[src/sv/tpc_pkg.sv]
// Shared types and constants of the three-prime CRT reconstruction unit.
// No dependencies; every other file in sv/ but tpc_barrett refers to it by scoped names.
package tpc_pkg;

    // NTT primes, each at the width of its residue field
    localparam logic [27:0] PRIME0 = 28'd167772161;
    localparam logic [28:0] PRIME1 = 29'd469762049;
    localparam logic [29:0] PRIME2 = 30'd754974721;

    localparam logic [30:0] MODULUS_RESET = 31'd998244353;
    localparam logic [30:0] MODULUS_MIN   = 31'd2;

    // a*b mod p by double-and-add, for elaboration-time constants only
    function automatic logic [63:0] mul_mod(input logic [63:0] x, input logic [63:0] y,
                                            input logic [63:0] p);
        logic [63:0] r;
        r = '0;
        for (int i = 63; i >= 0; i--)
        begin
            r = r << 1;
            if (r >= p)
                r = r - p;
            if (y[i])
            begin
                r = r + x;
                if (r >= p)
                    r = r - p;
            end
        end
        return r;
    endfunction

    function automatic logic [63:0] pow_mod(input logic [63:0] b, input logic [63:0] e,
                                            input logic [63:0] p);
        logic [63:0] r;
        r = 64'd1;
        for (int i = 63; i >= 0; i--)
        begin
            r = mul_mod(r, r, p);
            if (e[i])
                r = mul_mod(r, b, p);
        end
        return r;
    endfunction

    // Fermat inverses between the primes
    localparam logic [63:0] INV01_W = pow_mod(64'(PRIME0), 64'(PRIME1) - 64'd2, 64'(PRIME1));
    localparam logic [63:0] INV02_W = pow_mod(64'(PRIME0), 64'(PRIME2) - 64'd2, 64'(PRIME2));
    localparam logic [63:0] INV12_W = pow_mod(64'(PRIME1), 64'(PRIME2) - 64'd2, 64'(PRIME2));
    localparam logic [63:0] INV0212_W = mul_mod(INV02_W, INV12_W, 64'(PRIME2));

    localparam logic [28:0] INV01   = INV01_W[28:0];
    localparam logic [29:0] INV12   = INV12_W[29:0];
    localparam logic [29:0] INV0212 = INV0212_W[29:0];

    // Barrett reciprocals floor(2^62 / p)
    localparam logic [61:0] MU_P1    = 62'((64'd1 << 62) / 64'(PRIME1));
    localparam logic [61:0] MU_P2    = 62'((64'd1 << 62) / 64'(PRIME2));
    localparam logic [61:0] MU_RESET = 62'((64'd1 << 62) / 64'(MODULUS_RESET));

    // Weights for the reset modulus
    localparam logic [30:0] W1_RESET = 31'(64'(PRIME0) % 64'(MODULUS_RESET));
    localparam logic [30:0] W2_RESET =
        31'((64'(PRIME0) * 64'(PRIME1)) % 64'(MODULUS_RESET));

    // Derived configuration seen by the datapath
    typedef struct packed {
        logic [30:0] modulus;
        logic [61:0] mu;
        logic [30:0] w1;
        logic [30:0] w2;
        logic        mod_trivial;
    } cfg_t;

endpackage

[src/sv/tpc_back.sv]
// Back stages: weight the mixed-radix digits and sum them for the final reduction.
// Depends on tpc_pkg for the configuration struct.
module tpc_back (
    input  logic           clk,
    input  logic           rst_n,
    input  logic           in_valid,
    output logic           in_stall,
    input  logic [27:0]    a_in,
    input  logic [28:0]    b_in,
    input  logic [29:0]    c_in,
    input  tpc_pkg::cfg_t  cfg,
    output logic           out_valid,
    input  logic           out_stall,
    output logic [61:0]    x_m,
    output logic           mod_trivial
);

    localparam int NS = 2;

    logic [NS-1:0] vld_reg;
    logic [NS-1:0] en;

    logic [59:0] p1_reg;
    logic [60:0] p2_reg;
    logic [27:0] a_reg;
    logic        small0_reg, small1_reg;
    logic [61:0] x_reg;

    always_comb
    begin
        en[NS-1] = !vld_reg[NS-1] || !out_stall;
        for (int k = NS - 2; k >= 0; k--)
            en[k] = !vld_reg[k] || en[k+1];
    end

    always_ff @(posedge clk or negedge rst_n)
    begin
        if (!rst_n)
            vld_reg <= '0;
        else
        begin
            if (en[0])
                vld_reg[0] <= in_valid;
            for (int k = 1; k < NS; k++)
                if (en[k])
                    vld_reg[k] <= vld_reg[k-1];
        end
    end

    always_ff @(posedge clk)
    begin
        if (en[0])
        begin
            p1_reg     <= 60'(b_in) * 60'(cfg.w1);
            p2_reg     <= 61'(c_in) * 61'(cfg.w2);
            a_reg      <= a_in;
            small0_reg <= cfg.mod_trivial;
        end
        if (en[1])
        begin
            x_reg      <= 62'(a_reg) + 62'(p1_reg) + 62'(p2_reg);
            small1_reg <= small0_reg;
        end
    end

    assign in_stall    = !en[0];
    assign out_valid   = vld_reg[NS-1];
    assign x_m         = x_reg;
    assign mod_trivial = small1_reg;

endmodule

[config.mk]
export PLATFORM = sky130hd
export DESIGN_NAME = tpc_back
export DESIGN_NICKNAME = d
export VERILOG_FILES = /design/src/sv/tpc_pkg.sv /design/src/sv/tpc_back.sv
export SDC_FILE = /design/constraint.sdc
export NUM_CORES = 2
export LEC_CHECK = 0
export ABC_AREA = 1
export BUFFER_PORTS_ARGS = -buffer_cell sky130_fd_sc_hd__buf_2
export CELL_PAD_IN_SITES_DETAIL_PLACEMENT = 1
export CELL_PAD_IN_SITES_GLOBAL_PLACEMENT = 2
export CORE_MARGIN = 3
export CORE_UTILIZATION = 42
export CTS_BUF_LIST = sky130_fd_sc_hd__clkbuf_4 sky130_fd_sc_hd__clkbuf_8 sky130_fd_sc_hd__clkbuf_16
export CTS_CLUSTER_DIAMETER = 40
export DETAILED_ROUTE_END_ITERATION = 8
export PLACE_DENSITY_LB_ADDON = 0.15
export SLEW_MARGIN = 0
export SYNTH_ARGS = -nofsm -noshare
export SYNTH_HDL_FRONTEND = slang
export SYNTH_SLANG_ARGS = --single-unit
[constraint.sdc]
create_clock -name clk -period 14.98 [get_ports clk]
set_input_delay 3.745 -clock clk [delete_from_list [all_inputs] [get_ports clk]]
set_output_delay 3.745 -clock clk [all_outputs]
set_load 0.1 [all_outputs]
==> results.toml <==
[run_status]
status = "completed"

[place]
io_buffers = 218
place_congestion = 0.9016
place_hpwl_um = 211600
dpl_cell_area_um2 = 80960

[timing]
worstMarginPinSlew_ns = 1.064
max_slew_margin = 0.2903
setup_tns_ns = 0
rsz0062_at_grt = "no"
slew_viol_final = 0
clock.fmax_mhz = 95.01
setup_viol = 0
fin_crit_ns = 10.53
skew_ns = 0.03386
hold_viol = 0
timing.final.crit_share = 0.7026

[worst_hold_path]
hp-class = "reg2reg"

[clocking]
clock_latency_ns = 0.59
cts_buffers = 29
cts.htree.levels = 1
clockBufferDepth = 3
cts_tree = "built"
cts_hold_buffers = 0
clock-root-buffer = "clkbuf_16"
cts.sinks = 215
post_cts_resized = 0
path_clk_slew_ns = 0.06
cts_setup_buffers = 0

[setup_path]
crit_path_end_kind = "flip-flop"
slowest_delay_ns = 0.66
path_class = "in2reg"
crit_top_cell = "fa_1"
crit_chain = "buf_2 -> nand2_1 -> inv_1 -> fa_1 -> fa_1 -> inv_1 -> fa_1 -> fa_1 -> fa_1 -> inv_1 -> fa_1 -> fa_1 -> inv_1 -> fa_1 -> inv_1 -> ha_1 -> nand2_1 -> inv_1 -> nand2_1 -> nand2_1 -> a21oi_1 -> nand3_2 -> xor2_1"
start_kind = "input pin"
worst_path_max_delay_cell = "buf_2"
worstPathRequired_ns = 15.28
crit_arrival_ns = 10.82
cp_max_fo = 30

[logic_synthesis]
netlist_area_um2 = 77950
synth.net_count = 12850
avgSynthCellArea_um2 = 7.494
synth.distinct_cells = 36
synth_cells = 10400
synth-seq-cells = 215
synth-seq-area-share = 0.08270
yosysWarningCount = 0

[cells_and_area]
seqCellArea_um2 = 6446
final_area_um2 = 81960
fillCellCount = 23070
area_delta_synth_final_pct = 5.143
nNetsFinal = 12770
largest_register_ffs = 62
final_common_cell = "inv_1"
drive_gt1_frac = 0.04412
multi_input_area_um2 = 57410
final_cell_mix = "3358 x inv_1, 3289 x nand2_1, 1615 x fa_1, 589 x ha_1, 242 x nor2_1"

[global_routing]
overflow = 0
grt_pass1_wl_um = 398900
grt_antenna_before_repair = 3
grt_max_degree = 81
grt_pass1_vias = 70770
grt_usage = 0.2669

[floorplan]
die_w_um = 436.8
core-area_um2 = 183900
row_count = 157
start_util = 0.4239
io_pins = 312
die_y_um = 436.8
die_area_um2 = 190800

[detailed_routing]
num_vias = 62410
ant_nets = 0
vias_per_cell = 4.875
drt-wirelength-per-cell_um = 19.40
drt_iter0_drc = 2832
drc_errors = 0
drt-total-wl_um = 248400
firstDrtPassIters = 5

[run]
drv_cap = 0
## synthesized netlist by cell type
cell type	count	area, um2
a21oi_1	147	735.7
clkbuf_1	345	1295
and2_1	7	43.79
nor2_2	52	325.3
o21ai_1	2	10.01
edfxtp_1	213	6396
and3_1	1	6.260
nor2_4	12	135.1
xnor2_1	14	122.6
or2_1	2	12.51
o21ai_0	13	65.06
o21bai_2	1	11.26
o21a_1	2	15.01
o21ai_2	1	8.760
inv_1	3359	12610
clkinv_1	4	15.01
buf_1	18	67.56
ha_1	589	7370
nor3_4	2	32.53
nand4_1	51	319.1
nor2_1	242	908.4
a21boi_0	2	15.01
dfrtp_1	2	50.05
nand2_1	3290	12350
a21o_1	3	22.52
nand3_1	167	835.8
fa_1	1615	32330
nor3_1	20	100.1
or2_2	3	18.77
inv_2	28	105.1
nor3_2	14	140.1
nor4_1	1	6.260
nand3_2	17	170.2
nand2_2	27	168.9
o21bai_1	47	352.8
xor2_1	89	779.5
## worst paths after layout
kind / cells after the start / to / startpoint / slack (ns)
max: 23 / p2_reg[27] / cfg[15] / 4.45
min: 0 / mod_trivial / small0_reg / 0.42
max reg2reg: 17 / x_m[61] / p2_reg[0] / 11.56
min reg2reg: 0 / mod_trivial / small0_reg / 0.42
max in group asynchronous: 1 / vld_reg[0] / rst_n / 11.94
min in group asynchronous: 1 / vld_reg[1] / rst_n / 2.94
## final cells by class
| type | instances | area share |
|---|---|---|
| well taps | 2464 | 0.03762 |
| multi-input cells | 6433 | 0.7005 |
| inverters | 3391 | 0.1554 |
| repair buffers | 244 | 0.01569 |
| flip-flops and latches | 215 | 0.07865 |
| clock buffers | 35 | 0.009404 |
| clock inverters | 18 | 0.002672 |
| diodes | 2 | 0.00006107 |
## per-layer routing
metal  up-vias  part of all wire  GRT usage  routed length (um)
met5         -                 0          0                   0
met4         0             0.018    0.04366                4395
met3       228             0.036    0.01784                8908
met2      1142              0.48     0.4604              120100
met1     32300              0.46     0.3753              115000
li1      28740                 -          -                   -
## worst max-delay path: cells and delay by family
kind	cells	cell delay [ns]
adder cells (fa/ha/maj)	9	4.45
buffers and inverters	7	1.04
AND/OR/NAND/NOR	5	0.67
XOR/XNOR	1	0.52
AO/OA/AOI/OAI	1	0.35
## cells by family (layout without fill, tap and decap cells)
logic type / count (synthesis) / in the layout / synth area share
simple gates: 3908 / 3908 / 0.1998
buf+inv: 3754 / 3688 / 0.1808
fa+ha+maj: 2204 / 2204 / 0.5093
compound gates: 218 / 218 / 0.01586
flops: 215 / 215 / 0.08270
xor+xnor: 103 / 103 / 0.01157
other cells: 0 / 2 / 0
## through the flow
| step | std cells | utilization | worst slack [ns] | hold slack [ns] |
|---|---|---|---|---|
| floorplan | 10400 | - | 4.583 | 0.4003 |
| global placement | 12750 | 0.4403 | 3.926 | 0.4028 |
| detailed placement | 12750 | 0.4403 | 3.815 | 0.4074 |
| CTS | 12800 | 0.4457 | 4.408 | 0.4225 |
| global route | 12800 | 0.4457 | 4.207 | 0.4417 |
| finish | 12800 | 0.4457 | 4.455 | 0.4210 |
Power is not shown: default switching activity piles up to over one toggle a cycle in this logic, so the estimate is an artifact.
