**src/sv/tpc_pkg.sv**
```systemverilog
// Shared types and constants of the three-prime CRT reconstruction unit.
// No dependencies; every other file in sv/ but tpc_barrett refers to it by scoped names.
package tpc_pkg;

    // NTT primes, each at the width of its residue field
    localparam logic [27:0] PRIME0 = 28'd167772161;
    localparam logic [28:0] PRIME1 = 29'd469762049;
    localparam logic [29:0] PRIME2 = 30'd754974721;

    localparam logic [30:0] MODULUS_RESET = 31'd998244353;
    localparam logic [30:0] MODULUS_MIN   = 31'd2;

    // a*b mod p by double-and-add, for elaboration-time constants only
    function automatic logic [63:0] mul_mod(input logic [63:0] x, input logic [63:0] y,
                                            input logic [63:0] p);
        logic [63:0] r;
        r = '0;
        for (int i = 63; i >= 0; i--)
        begin
            r = r << 1;
            if (r >= p)
                r = r - p;
            if (y[i])
            begin
                r = r + x;
                if (r >= p)
                    r = r - p;
            end
        end
        return r;
    endfunction

    function automatic logic [63:0] pow_mod(input logic [63:0] b, input logic [63:0] e,
                                            input logic [63:0] p);
        logic [63:0] r;
        r = 64'd1;
        for (int i = 63; i >= 0; i--)
        begin
            r = mul_mod(r, r, p);
            if (e[i])
                r = mul_mod(r, b, p);
        end
        return r;
    endfunction

    // Fermat inverses between the primes
    localparam logic [63:0] INV01_W = pow_mod(64'(PRIME0), 64'(PRIME1) - 64'd2, 64'(PRIME1));
    localparam logic [63:0] INV02_W = pow_mod(64'(PRIME0), 64'(PRIME2) - 64'd2, 64'(PRIME2));
    localparam logic [63:0] INV12_W = pow_mod(64'(PRIME1), 64'(PRIME2) - 64'd2, 64'(PRIME2));
    localparam logic [63:0] INV0212_W = mul_mod(INV02_W, INV12_W, 64'(PRIME2));

    localparam logic [28:0] INV01   = INV01_W[28:0];
    localparam logic [29:0] INV12   = INV12_W[29:0];
    localparam logic [29:0] INV0212 = INV0212_W[29:0];

    // Barrett reciprocals floor(2^62 / p)
    localparam logic [61:0] MU_P1    = 62'((64'd1 << 62) / 64'(PRIME1));
    localparam logic [61:0] MU_P2    = 62'((64'd1 << 62) / 64'(PRIME2));
    localparam logic [61:0] MU_RESET = 62'((64'd1 << 62) / 64'(MODULUS_RESET));

    // Weights for the reset modulus
    localparam logic [30:0] W1_RESET = 31'(64'(PRIME0) % 64'(MODULUS_RESET));
    localparam logic [30:0] W2_RESET =
        31'((64'(PRIME0) * 64'(PRIME1)) % 64'(MODULUS_RESET));

    // Derived configuration seen by the datapath
    typedef struct packed {
        logic [30:0] modulus;
        logic [61:0] mu;
        logic [30:0] w1;
        logic [30:0] w2;
        logic        mod_trivial;
    } cfg_t;

endpackage

```
**src/sv/tpc_front.sv**
```systemverilog
// Front stages: residue correction, Garner differences and the first products.
// Depends on tpc_pkg for the primes and inverses.
module tpc_front (
    input  logic        clk,
    input  logic        rst_n,
    input  logic        in_valid,
    output logic        in_stall,
    input  logic [27:0] residue_p0,
    input  logic [28:0] residue_p1,
    input  logic [29:0] residue_p2,
    output logic        out_valid,
    input  logic        out_stall,
    output logic [61:0] x_b,
    output logic [27:0] a_out,
    output logic [59:0] prod_c1
);

    localparam int NS = 3;

    logic [NS-1:0] vld_reg;
    logic [NS-1:0] en;

    logic [27:0] a0_reg, a1_reg, a2_reg;
    logic [28:0] n1_reg;
    logic [29:0] n2_reg;
    logic [29:0] t1_reg;
    logic [29:0] d2_reg;
    logic [58:0] pb_reg;
    logic [59:0] pc1_reg;

    logic [30:0] d2_sum;
    logic [30:0] d2_red;

    always_comb
    begin
        en[NS-1] = !vld_reg[NS-1] || !out_stall;
        for (int k = NS - 2; k >= 0; k--)
            en[k] = !vld_reg[k] || en[k+1];
    end

    always_ff @(posedge clk or negedge rst_n)
    begin
        if (!rst_n)
            vld_reg <= '0;
        else
        begin
            if (en[0])
                vld_reg[0] <= in_valid;
            for (int k = 1; k < NS; k++)
                if (en[k])
                    vld_reg[k] <= vld_reg[k-1];
        end
    end

    assign d2_sum = 31'(n2_reg) + 31'(tpc_pkg::PRIME2) - 31'(a0_reg);
    assign d2_red = d2_sum - 31'(tpc_pkg::PRIME2);

    always_ff @(posedge clk)
    begin
        if (en[0])
        begin
            // fold residues that are not below their prime
            a0_reg <= (residue_p0 >= tpc_pkg::PRIME0) ? residue_p0 - tpc_pkg::PRIME0
                                                      : residue_p0;
            n1_reg <= (residue_p1 >= tpc_pkg::PRIME1) ? residue_p1 - tpc_pkg::PRIME1
                                                      : residue_p1;
            n2_reg <= (residue_p2 >= tpc_pkg::PRIME2) ? residue_p2 - tpc_pkg::PRIME2
                                                      : residue_p2;
        end
        if (en[1])
        begin
            t1_reg <= 30'(n1_reg) + 30'(tpc_pkg::PRIME1) - 30'(a0_reg);
            d2_reg <= (d2_sum >= 31'(tpc_pkg::PRIME2)) ? d2_red[29:0] : d2_sum[29:0];
            a1_reg <= a0_reg;
        end
        if (en[2])
        begin
            pb_reg  <= 59'(t1_reg) * 59'(tpc_pkg::INV01);
            pc1_reg <= 60'(d2_reg) * 60'(tpc_pkg::INV0212);
            a2_reg  <= a1_reg;
        end
    end

    assign in_stall  = !en[0];
    assign out_valid = vld_reg[NS-1];
    assign x_b       = 62'(pb_reg);
    assign a_out     = a2_reg;
    assign prod_c1   = pc1_reg;

endmodule

```
**config.mk**
```make
export PLATFORM = sky130hd
export DESIGN_NAME = tpc_front
export DESIGN_NICKNAME = d
export VERILOG_FILES = /design/src/sv/tpc_pkg.sv /design/src/sv/tpc_front.sv
export SDC_FILE = /design/constraint.sdc
export NUM_CORES = 2
export LEC_CHECK = 0
export ABC_AREA = 1
export BUFFER_PORTS_ARGS = -buffer_cell sky130_fd_sc_hd__buf_2
export CORE_MARGIN = 2
export CORE_UTILIZATION = 45
export CTS_BUF_LIST = sky130_fd_sc_hd__clkbuf_16
export DETAILED_ROUTE_END_ITERATION = 8
export GPL_TIMING_DRIVEN = 0
export PLACE_DENSITY_LB_ADDON = 0.1
export SETUP_SLACK_MARGIN = 0.1
export SLEW_MARGIN = 5
export SYNTH_ARGS = -nofsm -noshare
export SYNTH_HDL_FRONTEND = slang
export SYNTH_SLANG_ARGS = --single-unit
```
**constraint.sdc**
```tcl
create_clock -name clk -period 7.25 [get_ports clk]
set_input_delay 0.725 -clock clk [delete_from_list [all_inputs] [get_ports clk]]
set_output_delay 0.725 -clock clk [all_outputs]
set_load 0.1 [all_outputs]
```
==> metrics <==
number of antenna violations at the first check in global routing 9; Reg-to-Reg End prod_c1[56]; number of max-slew violations in the final report 0; Final Hold Slack 0.300 ns; buffers plus inverters on the worst setup path 6; end point of the critical path prod_c1[56]; floorplan die area approximately 100000 sq um; largest delay contributor family on the critical path adder cells; type of element launching the critical path register; CP Data Arrival Time 7.19 ns; Avg Vias per Cell 4.93; worst slew pin tran 0.800 ns; residual DRC count 0; highest achievable clock rate 146 MHz; final wirelength 123 mm; maximum single-stage delay on the critical path just over 0.7 ns; final worst path period share 0.947; Layout Area Growth over Synthesis 10.2%; vias in the first global route between 30000 and 40000; Relative slew margins 0.461; TritonCTS Sinks 317; r2r setup slk 0.38 ns; gate count of the mapped netlist 4960; category of the most critical setup path register to register; number of flip-flops under the largest register name between 50 and 60; Period minus WS final 6.87 ns; CTS clk-pin slew, worst paths around 0.06 ns; most repeated cell in the gate-level netlist after synthesis sky130_fd_sc_hd__inv_1; Post-DRT Antenna Nets 0; number of placed instances with taps included 6493; Async SR Flop Fraction 0.00946; fraction of post-synthesis cell area in the top cell type by area 0.243; I/O Pins 243; post-DP HPWL between 100 and 150 mm; Die X-Extent 319 um; I/O Buffers approximately 230; Filler cells 9548; total iterations of the first detailed-routing run 6; count of endpoints failing setup in the final report 0; element type at the critical path end register; final cell count without fillers 6599; maximum clock skew at final layout 0.0339 ns; vias post-DR 32500; clock insertion delay at the later pin of the skew report 0.61 ns; cell area after synthesis between 40000 and 50000 sq um; maximum number of pins on one net before global-route repair 108; instance count on the critical path 21; GP Congestion roughly 0.95; clock tree from TritonCTS done; sequential fraction of the synthesis area 0.213; number of H-tree levels 2; number of nets in the finished design 6616; final-report hold violation count 0; total global-route track usage 0.246; Mean Syn Cell Area 9.01 sq um; residual overflow from global routing 0; starting utilization of the core area 0.454; area inside the core boundary 98400 sq um; max-capacitance violation count 0; final core utilization 0.500; routed length per instance 18.7 um; CTS buffer count 39; biggest area contributors in the synthesized netlist sky130_fd_sc_hd__fa_1 (24%), sky130_fd_sc_hd__edfxtp_1 (21%), sky130_fd_sc_hd__ha_1 (20%); summed negative setup slack over all endpoints 0 ns; YS warnings 0; CP max-delay cell sky130_fd_sc_hd__edfxtp_1; vertical extent of the die 319 um; total area of sequential cells 9500 sq um; number of storage elements in the synthesis netlist 317; run status finished, final reports clean; Multi-input gate area 30100 sq um; worst r2r src d2_reg[4]; most frequent cells after synthesis sky130_fd_sc_hd__inv_1 (1311), sky130_fd_sc_hd__ha_1 (701), sky130_fd_sc_hd__nand2_1 (692), sky130_fd_sc_hd__fa_1 (543), sky130_fd_sc_hd__nor2_1 (337); Main synth FF type sky130_fd_sc_hd__edfxtp_1; share of layout cells above drive strength 1 0.0782; root buffer cell sky130_fd_sc_hd__clkbuf_16; number of DRC markers in iteration 0 1643; cell taking the most area after synthesis sky130_fd_sc_hd__fa_1; buffer levels on the longest clock path 3; site row count 115; worst-case reg-to-reg path depth 21; unrepaired setup endpoints after global routing no; EDFF count, synth 314; CP startpoint d2_reg[4]; critical-path cell list inv_1 > fa_1 > fa_1 > inv_1 > ha_1 > inv_1 > fa_1 > inv_1 > fa_1 > fa_1 > inv_1 > fa_1 > inv_1 > ha_1 > a21oi_1 > o21ai_0 > a21oi_1 > o21ai_0 > a21oi_1 > o21ai_0 > xor2_1; wire length of the first global-routing pass just under 200 mm; synth unique cells 50; HP Class input port to register; Crit Path Max Fanout 10; Worst Path Required between 7 and 8 ns
## cell usage in the layout (no fill, tap or decap), types with 5 or more instances in the layout
cell type	n
sky130_fd_sc_hd__xnor2_1	74
sky130_fd_sc_hd__nor2_1	336
sky130_fd_sc_hd__inv_1	1311
sky130_fd_sc_hd__nor2_2	16
sky130_fd_sc_hd__bufinv_16	5
sky130_fd_sc_hd__o31ai_1	5
sky130_fd_sc_hd__edfxtp_1	314
sky130_fd_sc_hd__o21a_1	21
sky130_fd_sc_hd__clkinv_1	9
sky130_fd_sc_hd__buf_2	231
sky130_fd_sc_hd__buf_4	46
sky130_fd_sc_hd__o211ai_1	5
sky130_fd_sc_hd__inv_2	14
sky130_fd_sc_hd__nand3b_1	7
sky130_fd_sc_hd__conb_1	11
sky130_fd_sc_hd__clkbuf_16	39
sky130_fd_sc_hd__nand2_1	691
sky130_fd_sc_hd__a31oi_1	37
sky130_fd_sc_hd__clkinv_2	5
sky130_fd_sc_hd__and2_1	6
sky130_fd_sc_hd__nand3_2	6
sky130_fd_sc_hd__o2111ai_1	5
sky130_fd_sc_hd__nand2_2	10
sky130_fd_sc_hd__fa_1	543
sky130_fd_sc_hd__nor4_1	22
sky130_fd_sc_hd__xor2_1	166
sky130_fd_sc_hd__o21bai_1	10
sky130_fd_sc_hd__or2_2	9
sky130_fd_sc_hd__a21oi_1	192
sky130_fd_sc_hd__nor3_1	33
sky130_fd_sc_hd__clkinvlp_4	6
sky130_fd_sc_hd__ha_1	701
sky130_fd_sc_hd__o21ai_0	125
sky130_fd_sc_hd__o21ai_1	21
sky130_fd_sc_hd__nand4_1	42
sky130_fd_sc_hd__nand3_1	152
sky130_fd_sc_hd__a21o_1	28
## area by class of cell
cell class,count,share of cell area
Clock buffer,39,0.0198
Multi-Input combinational cell,3306,0.612
Inverter,1327,0.101
Sequential cell,317,0.193
Timing Repair Buffer,270,0.0312
Antenna cell,3,0.000152
Tap cell,1287,0.0327
Clock inverter,30,0.00696
Buffer,20,0.00313
## worst min path at each step
stage | from | end | slack [ns] | cells after the start
4_1_cts | in_valid | vld_reg[0] | 0.26 | 2
2_1_floorplan | a1_reg[0] | a_out[0] | 0.40 | 0
3_3_place_gp | a1_reg[5] | a_out[5] | 0.40 | 0
6_report | in_valid | vld_reg[0] | 0.30 | 2
3_5_place_dp | a1_reg[15] | a_out[15] | 0.40 | 0
5_1_grt | in_valid | vld_reg[0] | 0.28 | 2
## routing by layer
layer | up-vias | share of wire | global-route usage
li1 | 16200 | - | -
met4 | 10 | 0.016 | 0.0438
met2 | 722 | 0.45 | 0.402
met1 | 15500 | 0.48 | 0.350
met3 | 99 | 0.054 | 0.0384
met5 | - | 0.00053 | 0
## worst reg2reg max path, delay by kind of cell, from the launching register on
kind	cells	cell delay, ns
fa+ha+maj	8	3.43
buf+inv	6	0.57
xor+xnor	1	0.17
flops	1	0.72
compound gates	6	1.68
## through the flow
stage | setup WS, ns | cell area [sq um]
2_1_floorplan | 0.385 | 44700
3_3_place_gp | -0.0127 | 47500
3_5_place_dp | -0.0157 | 47600
4_1_cts | 0.176 | 49000
5_1_grt | 0.104 | 49200
6_report | 0.381 | 49200
## timing repair
item / CTS / global route
endpoints found under the hold margin: 3 / 0
buffers inserted: 8 / 25
hold buffers: 1 / 0
setup endpoints to repair: 4 / 14
gates resized for setup: 1 / 2
cloned: 0 / 0
## kinds of logic after synthesis
kind of cell    Yosys count  synth area share
compound gates          469            0.0592
xor+xnor                240            0.0470
fa+ha+maj              1244             0.439
buf+inv                1347             0.115
flops                   317             0.213
other cells               1         0.0000839
simple gates           1342             0.127
Power is not shown: default switching activity piles up to over one toggle a cycle in this logic, so the estimate is an artifact.
