===== src/sv/tpc_pkg.sv =====
// Shared types and constants of the three-prime CRT reconstruction unit.
// No dependencies; every other file in sv/ but tpc_barrett refers to it by scoped names.
package tpc_pkg;

    // NTT primes, each at the width of its residue field
    localparam logic [27:0] PRIME0 = 28'd167772161;
    localparam logic [28:0] PRIME1 = 29'd469762049;
    localparam logic [29:0] PRIME2 = 30'd754974721;

    localparam logic [30:0] MODULUS_RESET = 31'd998244353;
    localparam logic [30:0] MODULUS_MIN   = 31'd2;

    // a*b mod p by double-and-add, for elaboration-time constants only
    function automatic logic [63:0] mul_mod(input logic [63:0] x, input logic [63:0] y,
                                            input logic [63:0] p);
        logic [63:0] r;
        r = '0;
        for (int i = 63; i >= 0; i--)
        begin
            r = r << 1;
            if (r >= p)
                r = r - p;
            if (y[i])
            begin
                r = r + x;
                if (r >= p)
                    r = r - p;
            end
        end
        return r;
    endfunction

    function automatic logic [63:0] pow_mod(input logic [63:0] b, input logic [63:0] e,
                                            input logic [63:0] p);
        logic [63:0] r;
        r = 64'd1;
        for (int i = 63; i >= 0; i--)
        begin
            r = mul_mod(r, r, p);
            if (e[i])
                r = mul_mod(r, b, p);
        end
        return r;
    endfunction

    // Fermat inverses between the primes
    localparam logic [63:0] INV01_W = pow_mod(64'(PRIME0), 64'(PRIME1) - 64'd2, 64'(PRIME1));
    localparam logic [63:0] INV02_W = pow_mod(64'(PRIME0), 64'(PRIME2) - 64'd2, 64'(PRIME2));
    localparam logic [63:0] INV12_W = pow_mod(64'(PRIME1), 64'(PRIME2) - 64'd2, 64'(PRIME2));
    localparam logic [63:0] INV0212_W = mul_mod(INV02_W, INV12_W, 64'(PRIME2));

    localparam logic [28:0] INV01   = INV01_W[28:0];
    localparam logic [29:0] INV12   = INV12_W[29:0];
    localparam logic [29:0] INV0212 = INV0212_W[29:0];

    // Barrett reciprocals floor(2^62 / p)
    localparam logic [61:0] MU_P1    = 62'((64'd1 << 62) / 64'(PRIME1));
    localparam logic [61:0] MU_P2    = 62'((64'd1 << 62) / 64'(PRIME2));
    localparam logic [61:0] MU_RESET = 62'((64'd1 << 62) / 64'(MODULUS_RESET));

    // Weights for the reset modulus
    localparam logic [30:0] W1_RESET = 31'(64'(PRIME0) % 64'(MODULUS_RESET));
    localparam logic [30:0] W2_RESET =
        31'((64'(PRIME0) * 64'(PRIME1)) % 64'(MODULUS_RESET));

    // Derived configuration seen by the datapath
    typedef struct packed {
        logic [30:0] modulus;
        logic [61:0] mu;
        logic [30:0] w1;
        logic [30:0] w2;
        logic        mod_trivial;
    } cfg_t;

endpackage


===== src/sv/tpc_cfg.sv =====
// Target modulus register and the bit-serial divider that derives mu, w1 and w2.
// Depends on tpc_pkg for the primes, reset values and cfg_t.
module tpc_cfg (
    input  logic          clk,
    input  logic          rst_n,
    input  logic          cfg_valid,
    output logic          cfg_ready,
    input  logic [30:0]   cfg_data,
    output tpc_pkg::cfg_t cfg
);

    typedef enum logic [2:0] {
        ST_IDLE,
        ST_MU,
        ST_W1,
        ST_LOAD_W2,
        ST_W2
    } state_t;

    state_t      state_reg;
    logic [30:0] modulus_reg;
    logic [61:0] mu_reg;
    logic [30:0] w1_reg, w2_reg;
    logic [63:0] dvd_reg;
    logic [30:0] rem_reg;
    logic [61:0] quo_reg;
    logic [5:0]  cnt_reg;

    logic [31:0] rem_shift;
    logic [31:0] rem_diff;
    logic        sub_ok;
    logic [30:0] rem_next;
    logic [61:0] quo_next;

    // one restoring-division step per cycle
    always_comb
    begin
        rem_shift = {rem_reg, dvd_reg[63]};
        rem_diff  = rem_shift - {1'b0, modulus_reg};
        sub_ok    = rem_shift >= {1'b0, modulus_reg};
        rem_next  = sub_ok ? rem_diff[30:0] : rem_shift[30:0];
        quo_next  = {quo_reg[60:0], sub_ok};
    end

    always_ff @(posedge clk or negedge rst_n)
    begin
        if (!rst_n)
        begin
            state_reg   <= ST_IDLE;
            modulus_reg <= tpc_pkg::MODULUS_RESET;
            mu_reg      <= tpc_pkg::MU_RESET;
            w1_reg      <= tpc_pkg::W1_RESET;
            w2_reg      <= tpc_pkg::W2_RESET;
            dvd_reg     <= '0;
            rem_reg     <= '0;
            quo_reg     <= '0;
            cnt_reg     <= '0;
        end
        else
        begin
            unique case (state_reg)
                ST_IDLE:
                begin
                    if (cfg_valid)
                    begin
                        modulus_reg <= cfg_data;
                        if (cfg_data >= tpc_pkg::MODULUS_MIN)
                        begin
                            state_reg <= ST_MU;
                            dvd_reg   <= 64'd1 << 62;
                            rem_reg   <= '0;
                            cnt_reg   <= '0;
                        end
                    end
                end
                ST_MU:
                begin
                    rem_reg <= rem_next;
                    quo_reg <= quo_next;
                    dvd_reg <= dvd_reg << 1;
                    cnt_reg <= cnt_reg + 6'd1;
                    if (&cnt_reg)
                    begin
                        mu_reg    <= quo_next;
                        dvd_reg   <= 64'(tpc_pkg::PRIME0);
                        rem_reg   <= '0;
                        state_reg <= ST_W1;
                    end
                end
                ST_W1:
                begin
                    rem_reg <= rem_next;
                    quo_reg <= quo_next;
                    dvd_reg <= dvd_reg << 1;
                    cnt_reg <= cnt_reg + 6'd1;
                    if (&cnt_reg)
                    begin
                        w1_reg    <= rem_next;
                        state_reg <= ST_LOAD_W2;
                    end
                end
                ST_LOAD_W2:
                begin
                    dvd_reg   <= 64'(60'(w1_reg) * 60'(tpc_pkg::PRIME1));
                    rem_reg   <= '0;
                    state_reg <= ST_W2;
                end
                ST_W2:
                begin
                    rem_reg <= rem_next;
                    quo_reg <= quo_next;
                    dvd_reg <= dvd_reg << 1;
                    cnt_reg <= cnt_reg + 6'd1;
                    if (&cnt_reg)
                    begin
                        w2_reg    <= rem_next;
                        state_reg <= ST_IDLE;
                    end
                end
                default:
                    state_reg <= ST_IDLE;
            endcase
        end
    end

    assign cfg_ready       = (state_reg == ST_IDLE);
    assign cfg.modulus     = modulus_reg;
    assign cfg.mu          = mu_reg;
    assign cfg.w1          = w1_reg;
    assign cfg.w2          = w2_reg;
    assign cfg.mod_trivial = modulus_reg < tpc_pkg::MODULUS_MIN;

    a_start: assert property (@(posedge clk) disable iff (!rst_n)
        cfg_valid && cfg_ready && (cfg_data >= tpc_pkg::MODULUS_MIN) |=> state_reg == ST_MU)
        else $error("derivation did not start after a modulus write");

    a_hold: assert property (@(posedge clk) disable iff (!rst_n)
        !cfg_ready |=> $stable(modulus_reg))
        else $error("modulus changed during derivation");

    a_weights: assert property (@(posedge clk) disable iff (!rst_n)
        cfg_ready && (modulus_reg >= tpc_pkg::MODULUS_MIN)
        |-> (w1_reg < modulus_reg) && (w2_reg < modulus_reg))
        else $error("weights not reduced below the modulus");

endmodule


===== config.mk =====
export PLATFORM = sky130hd
export DESIGN_NAME = tpc_cfg
export DESIGN_NICKNAME = d
export VERILOG_FILES = /design/src/sv/tpc_pkg.sv /design/src/sv/tpc_cfg.sv
export SDC_FILE = /design/constraint.sdc
export NUM_CORES = 1
export LEC_CHECK = 0
export ABC_AREA = 1
export ABC_CLOCK_PERIOD_IN_PS = 8000
export BUFFER_PORTS_ARGS = -buffer_cell sky130_fd_sc_hd__buf_2
export CAP_MARGIN = 20
export CELL_PAD_IN_SITES_DETAIL_PLACEMENT = 1
export CELL_PAD_IN_SITES_GLOBAL_PLACEMENT = 2
export CORE_MARGIN = 3
export CORE_UTILIZATION = 39
export CTS_CLUSTER_SIZE = 16
export DETAILED_ROUTE_END_ITERATION = 6
export PLACE_DENSITY_LB_ADDON = 0.1
export REMOVE_ABC_BUFFERS = 1
export SYNTH_ARGS = -nofsm -noshare
export SYNTH_HDL_FRONTEND = slang
export SYNTH_SLANG_ARGS = --single-unit

===== constraint.sdc =====
create_clock -name clk -period 8 [get_ports clk]
set_input_delay 0.8 -clock clk [delete_from_list [all_inputs] [get_ports clk]]
set_output_delay 0.8 -clock clk [all_outputs]
set_load 0.01 [all_outputs]

==> summary.md <==
| Metric | Value |
|---|---|
| Outcome | `complete, no violations` |
| Largest net degree at the start of global routing | `188` |
| First-pass GRT wire length | `about 110,000 microns` |
| Max FFs per register | `64` |
| Final slew viol count | `0` |
| Worst r2r src | `w1_reg[28]` |
| Hold buffer count at cts | `0` |
| Routed Antenna Nets | `0` |
| Net count, final | `~3,200` |
| Final worst path period share | `0.624` |
| CTS H-tree lvls | `2` |
| Final-layout fill cell count | `roughly 6,600` |
| Met1 usage | `0.327` |
| Clk Latency, worst-skew pair | `0.58 ns` |
| Layout cells sized above 1 | `0.134` |
| Total core area | `54,100 sq um` |
| Detailed Routing Iterations Pass 1 | `5` |
| Asr flop ratio synth | `1.00` |
| RSZ-0062 raised after global routing | `no` |
| Met3 GRT Util | `0.0421` |
| Tot Pwr | `between 5 and 6 mW` |
| Synth cell types | `51` |
| Synthesized flop and latch total | `320` |
| Setup TNS | `0 ns` |
| Fmax | `around 0.2 GHz` |
| Cts bufs inserted | `41` |
| Worst slew pin tran | `~1.1 ns` |
| Die width | `between 200 and 250 microns` |
| Post-synthesis cell count | `about 2,700` |
| Final Wtd Congestion | `0.863` |
| Clock Path Buffers | `3` |
| Buffers added on ports | `190` |
| Vias | `roughly 19,000` |
| Drt drc | `0` |
| CTS tree | `yes` |
| Die H | `approximately 240 microns` |
| Number of flops mapped to enable cells by yosys | `0` |
| Met2 Resource Use GR | `0.404` |
| Vias per inst | `between 5 and 6` |
| Vias in the first global route | `20,000` |
| Hold Vio Cnt, Final | `0` |
| CP required | `~8.5 ns` |
| Wire per inst | `about 19 microns` |
| CP endpoint kind | `register` |
| Num ports | `~190` |
| Mapped Area | `approximately 21,000 sq um` |
| # Max-Cap Violations | `0` |
| Power per cell area | `roughly 220 nW/um^2` |
| Setup WS pre-CTS | `~3.1 ns` |
| FF-to-FF End | `dvd_reg[55]` |
| Startpoint types | `register` |
| Reg clk slew, reported paths | `0.06 ns` |
| Skew final | `around 0.022 ns` |
| Initial antenna violation count | `1` |
| Final wirelength | `between 60,000 and 70,000 microns` |
| Post-DP HPWL | `approximately 52,000 microns` |
| Row cnt | `85` |
| HP Class | `primary input to async pin` |
| Worst IR Drop VDD | `around 0.2 mV` |
| Relative slew slack | `0.263` |
| Synth-to-layout area growth | `13.9%` |
| Ys flop type | `dfrtp_1` |
| Setup ws final | `about 3 ns` |
| Worst EP arrival | `5.45 ns` |
| Synth warn | `0` |
| Reg2Reg Depth | `18` |
| Root Buffer | `clkbuf_16` |
| Period minus WS final | `approximately 5 ns` |
| Crit Path Max Fanout | `7` |
| GR Util All Layers | `0.241` |
| Reg2Reg Setup Slack | `approximately 3.0 ns` |
| Path type of the worst setup path | `register to register` |
| Drt initial violations | `between 900 and 1,000` |
| Pleak | `around 13 nW` |
| Diode count | `0` |
| Initial Util | `0.397` |
| Final Util | `0.452` |
| CTS-repair resized insts | `0` |
| Peak-usage layer in the global routing report | `met2` |
| Clock sinks | `320` |
| Sequential-to-total area share from yosys stat | `0.375` |
| Final setup violation count | `0` |
| Avg Inst Size Synth | `7.89 sq um` |
| Die ar. | `a little under 60,000 sq um` |
| Aggregate global routing overflow | `0` |
| Post-CTS Setup Inserts | `0` |
[cell usage in the layout, fill, tap and decap left out, types with 35 or more instances in the layout]
master and n:
a21oi_1 78, a22oi_1 40, buf_2 189, clkbuf_16 41
dfrtp_1 281, dfstp_2 39, ha_1 222, inv_1 373
nand2_1 747, nand2_2 35, nand3_1 181, nand4_1 55
nor2_1 117, o21ai_0 184, o21ai_1 42, xnor2_1 55
[worst max-delay path, cell delays in order (launching register included)]
cell     delay [ns]
dfrtp_1        0.65
fa_1           0.51
ha_1           0.30
ha_1           0.31
ha_1           0.31
ha_1           0.31
ha_1           0.32
ha_1           0.30
ha_1           0.30
ha_1           0.42
nand2_1        0.13
nor2_1         0.21
nand2_1        0.14
nor4_1         0.19
nand2_1        0.15
nand3_1        0.09
nand2_1        0.06
nand3_1        0.07
nand2_1        0.06
[stage by stage]
stage,hold slack (ns),area [sq um],cells
after global routing,0.289,24500,3617
final,0.254,24500,3617
after global placement,0.455,23000,3539
after floorplan,0.442,21100,2643
after detailed placement,0.456,23000,3539
after CTS,0.261,24400,3615
[synthesized netlist by cell type (all sizes together) (3+ instances only)]
library cell    n  area, sq um
buf            44          277
dfrtp         281         7030
fa             32          641
nand2         785         3050
ha            222         2780
clkbuf         38          143
nor4           10         62.6
inv           386         1450
a211oi          3         22.5
o211ai          6         45.0
xnor2          55          482
nand3         188         1010
a22oi          40          300
nor3           31          165
dfstp          39         1020
nand4          55          344
or2             6         37.5
o21ai         227         1140
and2            5         31.3
and3            4         25.0
nand3b          9         67.6
a21oi          80          415
nor2          130          533
xor2           34          298
[logic make-up (layout without fill, tap and decap cells)]
| group | after synthesis | in the layout | share of synthesized area |
|---|---|---|---|
| compound gates | 370 | 370 | 0.0948 |
| xor+xnor | 89 | 89 | 0.0363 |
| fa+ha+maj | 254 | 254 | 0.159 |
| buf+inv | 468 | 664 | 0.0869 |
| flops | 320 | 320 | 0.375 |
| mux | 1 | 1 | 0.000524 |
| simple gates | 1223 | 1223 | 0.248 |
[metal layers]
metal	vias to the layer above	part of all wire
li1	9173	-
met1	9165	0.47
met2	273	0.47
met3	78	0.042
met4	2	0.019
met5	-	0.00019
[where the power goes]
part           internal (mW)  switching [mW]
clock network           1.12           0.788
registers               1.74          0.0998
logic                  0.416            1.21
[cell type report]
| class | instances | area, sq um | area share |
|---|---|---|---|
| Clock buffer | 57 | 1160 | 0.0472 |
| Clock inverter | 19 | 238 | 0.00971 |
| Inverter | 386 | 1450 | 0.0593 |
| Multi-Input combinational cell | 1937 | 11600 | 0.474 |
| Sequential cell | 320 | 8060 | 0.329 |
| Tap cell | 696 | 871 | 0.0356 |
| Timing Repair Buffer | 202 | 1100 | 0.0448 |
[worst max-delay path by stage]
stage                     slack, ns     endpoint  cells past startpoint       start
final                          3.01  dvd_reg[55]                     18  w1_reg[28]
after global routing           2.62  dvd_reg[49]                     21   w1_reg[7]
after CTS                      3.01  dvd_reg[55]                     18  w1_reg[28]
after detailed placement       3.05  dvd_reg[49]                     21   w1_reg[8]
after global placement         3.07  dvd_reg[56]                     20  w1_reg[28]
after floorplan                3.55  dvd_reg[40]                     19   w1_reg[9]
Note: power is estimated with default switching activity, not from simulation.
