**src/sv/tpc_pkg.sv**
```systemverilog
// Shared types and constants of the three-prime CRT reconstruction unit.
// No dependencies; every other file in sv/ but tpc_barrett refers to it by scoped names.
package tpc_pkg;

    // NTT primes, each at the width of its residue field
    localparam logic [27:0] PRIME0 = 28'd167772161;
    localparam logic [28:0] PRIME1 = 29'd469762049;
    localparam logic [29:0] PRIME2 = 30'd754974721;

    localparam logic [30:0] MODULUS_RESET = 31'd998244353;
    localparam logic [30:0] MODULUS_MIN   = 31'd2;

    // a*b mod p by double-and-add, for elaboration-time constants only
    function automatic logic [63:0] mul_mod(input logic [63:0] x, input logic [63:0] y,
                                            input logic [63:0] p);
        logic [63:0] r;
        r = '0;
        for (int i = 63; i >= 0; i--)
        begin
            r = r << 1;
            if (r >= p)
                r = r - p;
            if (y[i])
            begin
                r = r + x;
                if (r >= p)
                    r = r - p;
            end
        end
        return r;
    endfunction

    function automatic logic [63:0] pow_mod(input logic [63:0] b, input logic [63:0] e,
                                            input logic [63:0] p);
        logic [63:0] r;
        r = 64'd1;
        for (int i = 63; i >= 0; i--)
        begin
            r = mul_mod(r, r, p);
            if (e[i])
                r = mul_mod(r, b, p);
        end
        return r;
    endfunction

    // Fermat inverses between the primes
    localparam logic [63:0] INV01_W = pow_mod(64'(PRIME0), 64'(PRIME1) - 64'd2, 64'(PRIME1));
    localparam logic [63:0] INV02_W = pow_mod(64'(PRIME0), 64'(PRIME2) - 64'd2, 64'(PRIME2));
    localparam logic [63:0] INV12_W = pow_mod(64'(PRIME1), 64'(PRIME2) - 64'd2, 64'(PRIME2));
    localparam logic [63:0] INV0212_W = mul_mod(INV02_W, INV12_W, 64'(PRIME2));

    localparam logic [28:0] INV01   = INV01_W[28:0];
    localparam logic [29:0] INV12   = INV12_W[29:0];
    localparam logic [29:0] INV0212 = INV0212_W[29:0];

    // Barrett reciprocals floor(2^62 / p)
    localparam logic [61:0] MU_P1    = 62'((64'd1 << 62) / 64'(PRIME1));
    localparam logic [61:0] MU_P2    = 62'((64'd1 << 62) / 64'(PRIME2));
    localparam logic [61:0] MU_RESET = 62'((64'd1 << 62) / 64'(MODULUS_RESET));

    // Weights for the reset modulus
    localparam logic [30:0] W1_RESET = 31'(64'(PRIME0) % 64'(MODULUS_RESET));
    localparam logic [30:0] W2_RESET =
        31'((64'(PRIME0) * 64'(PRIME1)) % 64'(MODULUS_RESET));

    // Derived configuration seen by the datapath
    typedef struct packed {
        logic [30:0] modulus;
        logic [61:0] mu;
        logic [30:0] w1;
        logic [30:0] w2;
        logic        mod_trivial;
    } cfg_t;

endpackage

```
**src/sv/tpc_mid.sv**
```systemverilog
// Middle stages: second product of digit c and the sum fed to the mod-P2 reducer.
// Depends on tpc_pkg for PRIME2 and the inverse of P1.
module tpc_mid (
    input  logic        clk,
    input  logic        rst_n,
    input  logic        in_valid,
    output logic        in_stall,
    input  logic [28:0] b_in,
    input  logic [27:0] a_in,
    input  logic [59:0] prod_c1,
    output logic        out_valid,
    input  logic        out_stall,
    output logic [61:0] x_c,
    output logic [27:0] a_out,
    output logic [28:0] b_out
);

    localparam int NS = 2;

    logic [NS-1:0] vld_reg;
    logic [NS-1:0] en;

    logic [59:0] pc2_reg, pc1_reg;
    logic [27:0] a0_reg, a1_reg;
    logic [28:0] b0_reg, b1_reg;
    logic [60:0] xc_reg;

    logic [29:0] neg_b;

    always_comb
    begin
        en[NS-1] = !vld_reg[NS-1] || !out_stall;
        for (int k = NS - 2; k >= 0; k--)
            en[k] = !vld_reg[k] || en[k+1];
    end

    always_ff @(posedge clk or negedge rst_n)
    begin
        if (!rst_n)
            vld_reg <= '0;
        else
        begin
            if (en[0])
                vld_reg[0] <= in_valid;
            for (int k = 1; k < NS; k++)
                if (en[k])
                    vld_reg[k] <= vld_reg[k-1];
        end
    end

    assign neg_b = tpc_pkg::PRIME2 - 30'(b_in);

    always_ff @(posedge clk)
    begin
        if (en[0])
        begin
            pc2_reg <= 60'(neg_b) * 60'(tpc_pkg::INV12);
            pc1_reg <= prod_c1;
            a0_reg  <= a_in;
            b0_reg  <= b_in;
        end
        if (en[1])
        begin
            xc_reg <= 61'(pc1_reg) + 61'(pc2_reg);
            a1_reg <= a0_reg;
            b1_reg <= b0_reg;
        end
    end

    assign in_stall  = !en[0];
    assign out_valid = vld_reg[NS-1];
    assign x_c       = 62'(xc_reg);
    assign a_out     = a1_reg;
    assign b_out     = b1_reg;

endmodule

```
**config.mk**
```make
export PLATFORM = sky130hd
export DESIGN_NAME = tpc_mid
export DESIGN_NICKNAME = d
export VERILOG_FILES = /design/src/sv/tpc_pkg.sv /design/src/sv/tpc_mid.sv
export SDC_FILE = /design/constraint.sdc
export NUM_CORES = 1
export LEC_CHECK = 0
export BUFFER_PORTS_ARGS = -buffer_cell sky130_fd_sc_hd__buf_2
export CORE_ASPECT_RATIO = 1.2
export CORE_MARGIN = 3
export CORE_UTILIZATION = 45
export DETAILED_ROUTE_END_ITERATION = 8
export SLEW_MARGIN = 20
export SYNTH_ARGS = -nofsm -noshare
export SYNTH_HDL_FRONTEND = slang
export SYNTH_SLANG_ARGS = --single-unit
```
**constraint.sdc**
```tcl
create_clock -name clk -period 9.6 [get_ports clk]
set_input_delay 0.96 -clock clk [delete_from_list [all_inputs] [get_ports clk]]
set_output_delay 0.96 -clock clk [all_outputs]
set_load 0.01 [all_outputs]
```
==> results of run 1 <==
==> metal layers <==
| metal | part of all wire [%] | track usage, % |
|---|---|---|
| met5 | 0 | 0 |
| met4 | 3.8 | 8.733 |
| met3 | 3.7 | 2.440 |
| met2 | 52 | 45.06 |
| met1 | 41 | 30.81 |
==> path summary, 6_finish.rpt <==
| path | slack, ns | from | end |
|---|---|---|---|
| max in group asynchronous | 9.32 | rst_n | vld_reg[1]$_DFFE_PN0P_ |
| min in group clk | 0.40 | a0_reg[20]$_DFFE_PN_ | a_out[20]$_DFFE_PP_ |
| worst max register to register | 5.71 | pc2_reg[1]$_DFFE_PN_ | xc_reg[55]$_DFFE_PP_ |
| worst min-delay path | 0.18 | rst_n | vld_reg[0]$_DFFE_PN0N_ |
| worst max-delay path | 0.59 | b_in[4] | pc2_reg[52]$_DFFE_PN_ |
| worst min register to register | 0.40 | a0_reg[20]$_DFFE_PN_ | a_out[20]$_DFFE_PP_ |
==> through the flow <==
| step | TNS, ns | setup slack [ns] |
|---|---|---|
| 6_report | 0 | 0.5877 |
| 5_1_grt | 0 | 0.01372 |
| 4_1_cts | 0 | 0.5436 |
| 3_5_place_dp | -0.02492 | -0.02492 |
| 3_3_place_gp | -4.559 | -0.4379 |
| 2_1_floorplan | 0 | 0.4113 |
==> synthesized netlist by cell type (5+ instances only) <==
cell,number
fa_1,397
and2_1,6
or3_1,6
o21bai_1,21
nor2b_1,8
o21ai_0,66
nor3_1,15
clkbuf_1,25
a211oi_1,9
and3_1,14
a31oi_1,9
ha_1,353
edfxtp_1,293
a221o_1,5
nor2_1,84
nor3b_1,6
a21o_1,73
inv_1,567
nand4_1,24
xnor2_1,89
nor4_1,6
o21a_1,6
nand3_1,21
a21oi_1,124
nand2_1,102
buf_4,5
nand2b_1,11
xor2_1,55
==> layout by cell type (no fill, tap or decap), drive strengths merged, types with 6 or more instances in the layout <==
cell and instances:
and2 6, or3 6, inv 570, a31oi 10
nor4 6, xor2 55, o21a 7, a21oi 125
nand2 102, xnor2 89, edfxtp 293, a21o 74
ha 353, clkbuf 39, nor3b 6, clkinv 15
o21bai 21, fa 397, nor2b 9, nand2b 11
nand4 25, nand3 21, nor2 84, and3 14
buf 314, o21ai 72, nor3 16, a211oi 12
==> final cells by class <==
| class | instances | area, um^2 |
|---|---|---|
| timing repair buffer | 314 | 1757 |
| tap | 816 | 1021 |
| inverter | 567 | 2128 |
| multi-input combinational | 1585 | 17630 |
| fill | 5552 | 30180 |
| clock buffer | 39 | 869.6 |
| sequential | 295 | 8848 |
| clock inverter | 23 | 251.5 |
==> critical path: cells and delay by family <==
kind	cells	cell delay, ns
AOI/OAI and AO/OA	8	1.82
xor gates and xnor gates	2	0.25
adders and majority gates	8	4.01
buffers and inverters	5	0.49
and+or+nand+nor	7	1.77
==> cells by family (layout without fill, tap and decap cells) <==
group,count (synthesis),after routing,synth area share (%)
simple gates,319,319,5.306
xor+xnor,144,144,4.387
fa+ha+maj,750,750,43.01
other cells,1,1,0.01305
buf+inv,603,943,7.996
flops,295,295,30.78
compound gates,371,371,8.505
==> metrics.txt, run 1 <==
grt total ovfl 0; status complete, no violations; 1st-pass router iterations 5; Die Width 236.7 um; hold-fix buffers at CTS 0; Largest register FFs 61; dpl hpwl 70,480 um; Final Non-Filler Cells around 3,600; Area Growth Syn to Fin 13.06%; CTS tree built; final RePlAce weighted congestion 0.9515; Cells after DPL 3,577; Max clock buf depth 3; Setup Buffers After CTS 0; starting density of the core 45.86%; minimum clock period 9.012 ns; core area 62,690 um^2; IO Port Bufs 240; Hold Path Class in2async; post-CTS sizing 0; FFs w/ async S/R, synth less than 1%; Crit path arrival time approximately 9.3 ns; Skew-Pair Late Insertion Delay between 0.5 and 0.6 ns; vias 18,924; cell types occupying the most area after synthesis edfxtp_1 (31%), fa_1 (28%), ha_1 (15%), inv_1 (7.4%), xnor2_1 (2.7%); num rows 100; DRT iter0 DRCs 1,196; clk sink count 295; largest net degree at the start of global routing 67; Crit Path Category in2reg; Largest stage delay, worst path 0.65 ns; Crit. End Element register; IO Count roughly 240; startpoint types input pin; RSZ-0062 raised after global routing no; sequential fraction of the synthesis area between 30% and 40%; DR DRC count 0; Final ANT Viol Nets 0; area leader, netlist edfxtp_1; gr usage total 24.75%; share of cells above drive strength 1 13.71%; cts bufs inserted 34; WL per Instance between 20 and 25 um; Antenna diodes 0; Seq cells post-synth a little under 300; syn nets roughly 3,400; Die ar. 66,960 um^2; Max Cap Viol 0; Synth cell types 74; Avg Vias per Cell 5.200; reg2reg path depth 14; Mapped Cells 2,483; Max H-tree Level 2; most frequent cell on the critical path fa_1; fmax between 0.1 and 0.15 GHz; Slew HR between 40% and 50%; nets 3,668; post-synth top area share between 30% and 40%; Root Buffer clkbuf_16; Clock transition at path regs roughly 0.060 ns; final hold slack 0.1822 ns; vias in the first global route 20,758; Post-Place Cell Area 31,380 um^2; Post-synth EDFFs 293; Synth Cell Area 28,750 um^2; Final Hold Fails 0; Max Clock Skew 0.03507 ns; Die Ht 282.9 um; fin util between 50% and 60%; Slew @ Worst Pin around 0.87 ns; initial antenna violation count 1; Most used DFF post-synth edfxtp_1; fin crit share between 90% and 100%; CP max FO 7; Post-Route WL 81,280 um; final instance area 32,500 um^2; Avg Synthesized Cell Area roughly 12 um^2; slowest cell on the critical path fa_1; Setup violations, final 0; worst path required time 9.89 ns; global-route wire length before repair 124,300 um; fin. max-slew vios 0; total number of yosys warnings 0
Power of run 1 is left out: the tool's default activity adds up to more than one toggle a clock period on the data nets, which glitch-free logic cannot reach.
==> inputs of run 2 (changes only) <==
--- a/config.mk
+++ b/config.mk
@@ -10,6 +10,7 @@
 export CORE_MARGIN = 3
 export CORE_UTILIZATION = 45
 export DETAILED_ROUTE_END_ITERATION = 8
+export MAX_ROUTING_LAYER = met4
 export SLEW_MARGIN = 20
 export SYNTH_ARGS = -nofsm -noshare
 export SYNTH_HDL_FRONTEND = slang
==> metrics.txt, run 2 (same netlist as run 1, synthesis figures left out) <==
status complete, no violations; hold-fix buffers at CTS 0; Sum Neg Setup Slack 0 ns; startpoint types input pin; reg2reg start pc2_reg[1]$_DFFE_PN_; CTS tree built; IO Port Bufs 240; nets 3,671; worst setup margin 0.5784 ns; Antenna diodes 0; fmax ~0.11 GHz; IO Count 242; Die Width 236.7 um; Crit. End Element register; final RePlAce weighted congestion 0.9971; slowest cell on the critical path fa_1; minimum clock period roughly 9.0 ns; Slew HR around 36%; Final Hold Fails 0; worst slack, placed around 0.0096 ns; Hold Path Class in2async; gr usage total 26.09%; vias 19,075; Max Cap Viol 0; most frequent cell on the critical path fa_1; Max H-tree Level 2; RSZ-0062 raised after global routing no; Avg Vias per Cell 5.242; initial antenna violation count 0; CP max FO 5; Max clock buf depth 3; global-route wire length before repair 126,800 um; Crit path arrival time 9.34 ns; Largest stage delay, worst path 0.57 ns; Root Buffer clkbuf_16; reg2reg path depth 14; Skew-Pair Late Insertion Delay about 0.55 ns; DRT iter0 DRCs 1,179; Area Growth Syn to Fin 12.87%; largest net degree at the start of global routing 72; worst path required time a little under 10 ns; Slew @ Worst Pin 0.9580 ns; most common cell after layout, fill and taps aside inv_1; most frequent cells in the layout inv_1 (567), fa_1 (397), ha_1 (353); share of cells above drive strength 1 13.67%; WL per Instance roughly 23 um; Largest register FFs 61; starting density of the core a little under half; 1st-pass router iterations 5; vias in the first global route 20,959; Die Ht 282.9 um; clk sink count 295; setup slack, reg-to-reg around 5.7 ns; fin crit share 93.98%; Setup violations, final 0; R2R Path End xc_reg[55]$_DFFE_PP_; core area 62,690 um^2; fin. max-slew vios 0; Final ANT Viol Nets 0; Die ar. between 60,000 and 70,000 um^2; Clock transition at path regs approximately 0.06 ns; Crit Path Category in2reg; num rows 100; dpl hpwl about 72,000 um; Max Clock Skew 0.03014 ns; cts bufs inserted 34; Post-Route WL 83,160 um; grt total ovfl 0; DR DRC count 0
-- run 2: per-stage QoR --
stage	hold WS [ns]	cell area (um^2)	util, %	cells
floorplan	0.4003	28750	-	2483
global placement	0.4004	31400	50.09	3580
detailed placement	0.4045	31400	50.09	3580
CTS	0.1437	32440	51.76	3639
global route	0.1595	32450	51.76	3639
finish	0.1812	32450	51.76	3639
-- run 2: how the worst max path moves through the flow --
stage | from | end | slack (ns) | cells after the start
after floorplan | b_in[3] | pc2_reg[51]$_DFFE_PN_ | 0.41 | 32
after global placement | b_in[4] | pc2_reg[58]$_DFFE_PN_ | 0.13 | 29
after detailed placement | b_in[4] | pc2_reg[55]$_DFFE_PN_ | 0.01 | 33
after CTS | b_in[4] | pc2_reg[55]$_DFFE_PN_ | 0.58 | 33
after global routing | b_in[4] | pc2_reg[55]$_DFFE_PN_ | 0.08 | 33
final | b_in[4] | pc2_reg[55]$_DFFE_PN_ | 0.58 | 33
-- run 2: final cells by class --
class	count	area [um^2]
fillers	5640	30240
repair buffers	317	1779
well taps	816	1021
clock inverters	16	163.9
inverters	567	2128
multi-input cells	1585	17620
clock buffers	43	884.6
flip-flops and latches	295	8848
-- run 2: critical path: cells and delay by family --
| family | cells | cell delay (ns) |
|---|---|---|
| AOI/OAI and AO/OA | 5 | 1.20 |
| xor gates and xnor gates | 1 | 0.17 |
| adders and majority gates | 8 | 3.73 |
| buffers and inverters | 7 | 0.65 |
| and+or+nand+nor | 12 | 2.61 |
-- run 2: what timing repair did --
item	in CTS	in global routing
gates resized for setup	0	2
buffers inserted	0	0
setup endpoints to repair	0	2
-- run 2: routing by layer --
layer | share of wire [%] | global-route usage (%)
met2 | 52 | 46.19
met5 | 0 | -
met3 | 3.3 | 1.866
met1 | 41 | 31.48
met4 | 4.3 | 9.803
Power of run 2 is left out for the same reason.
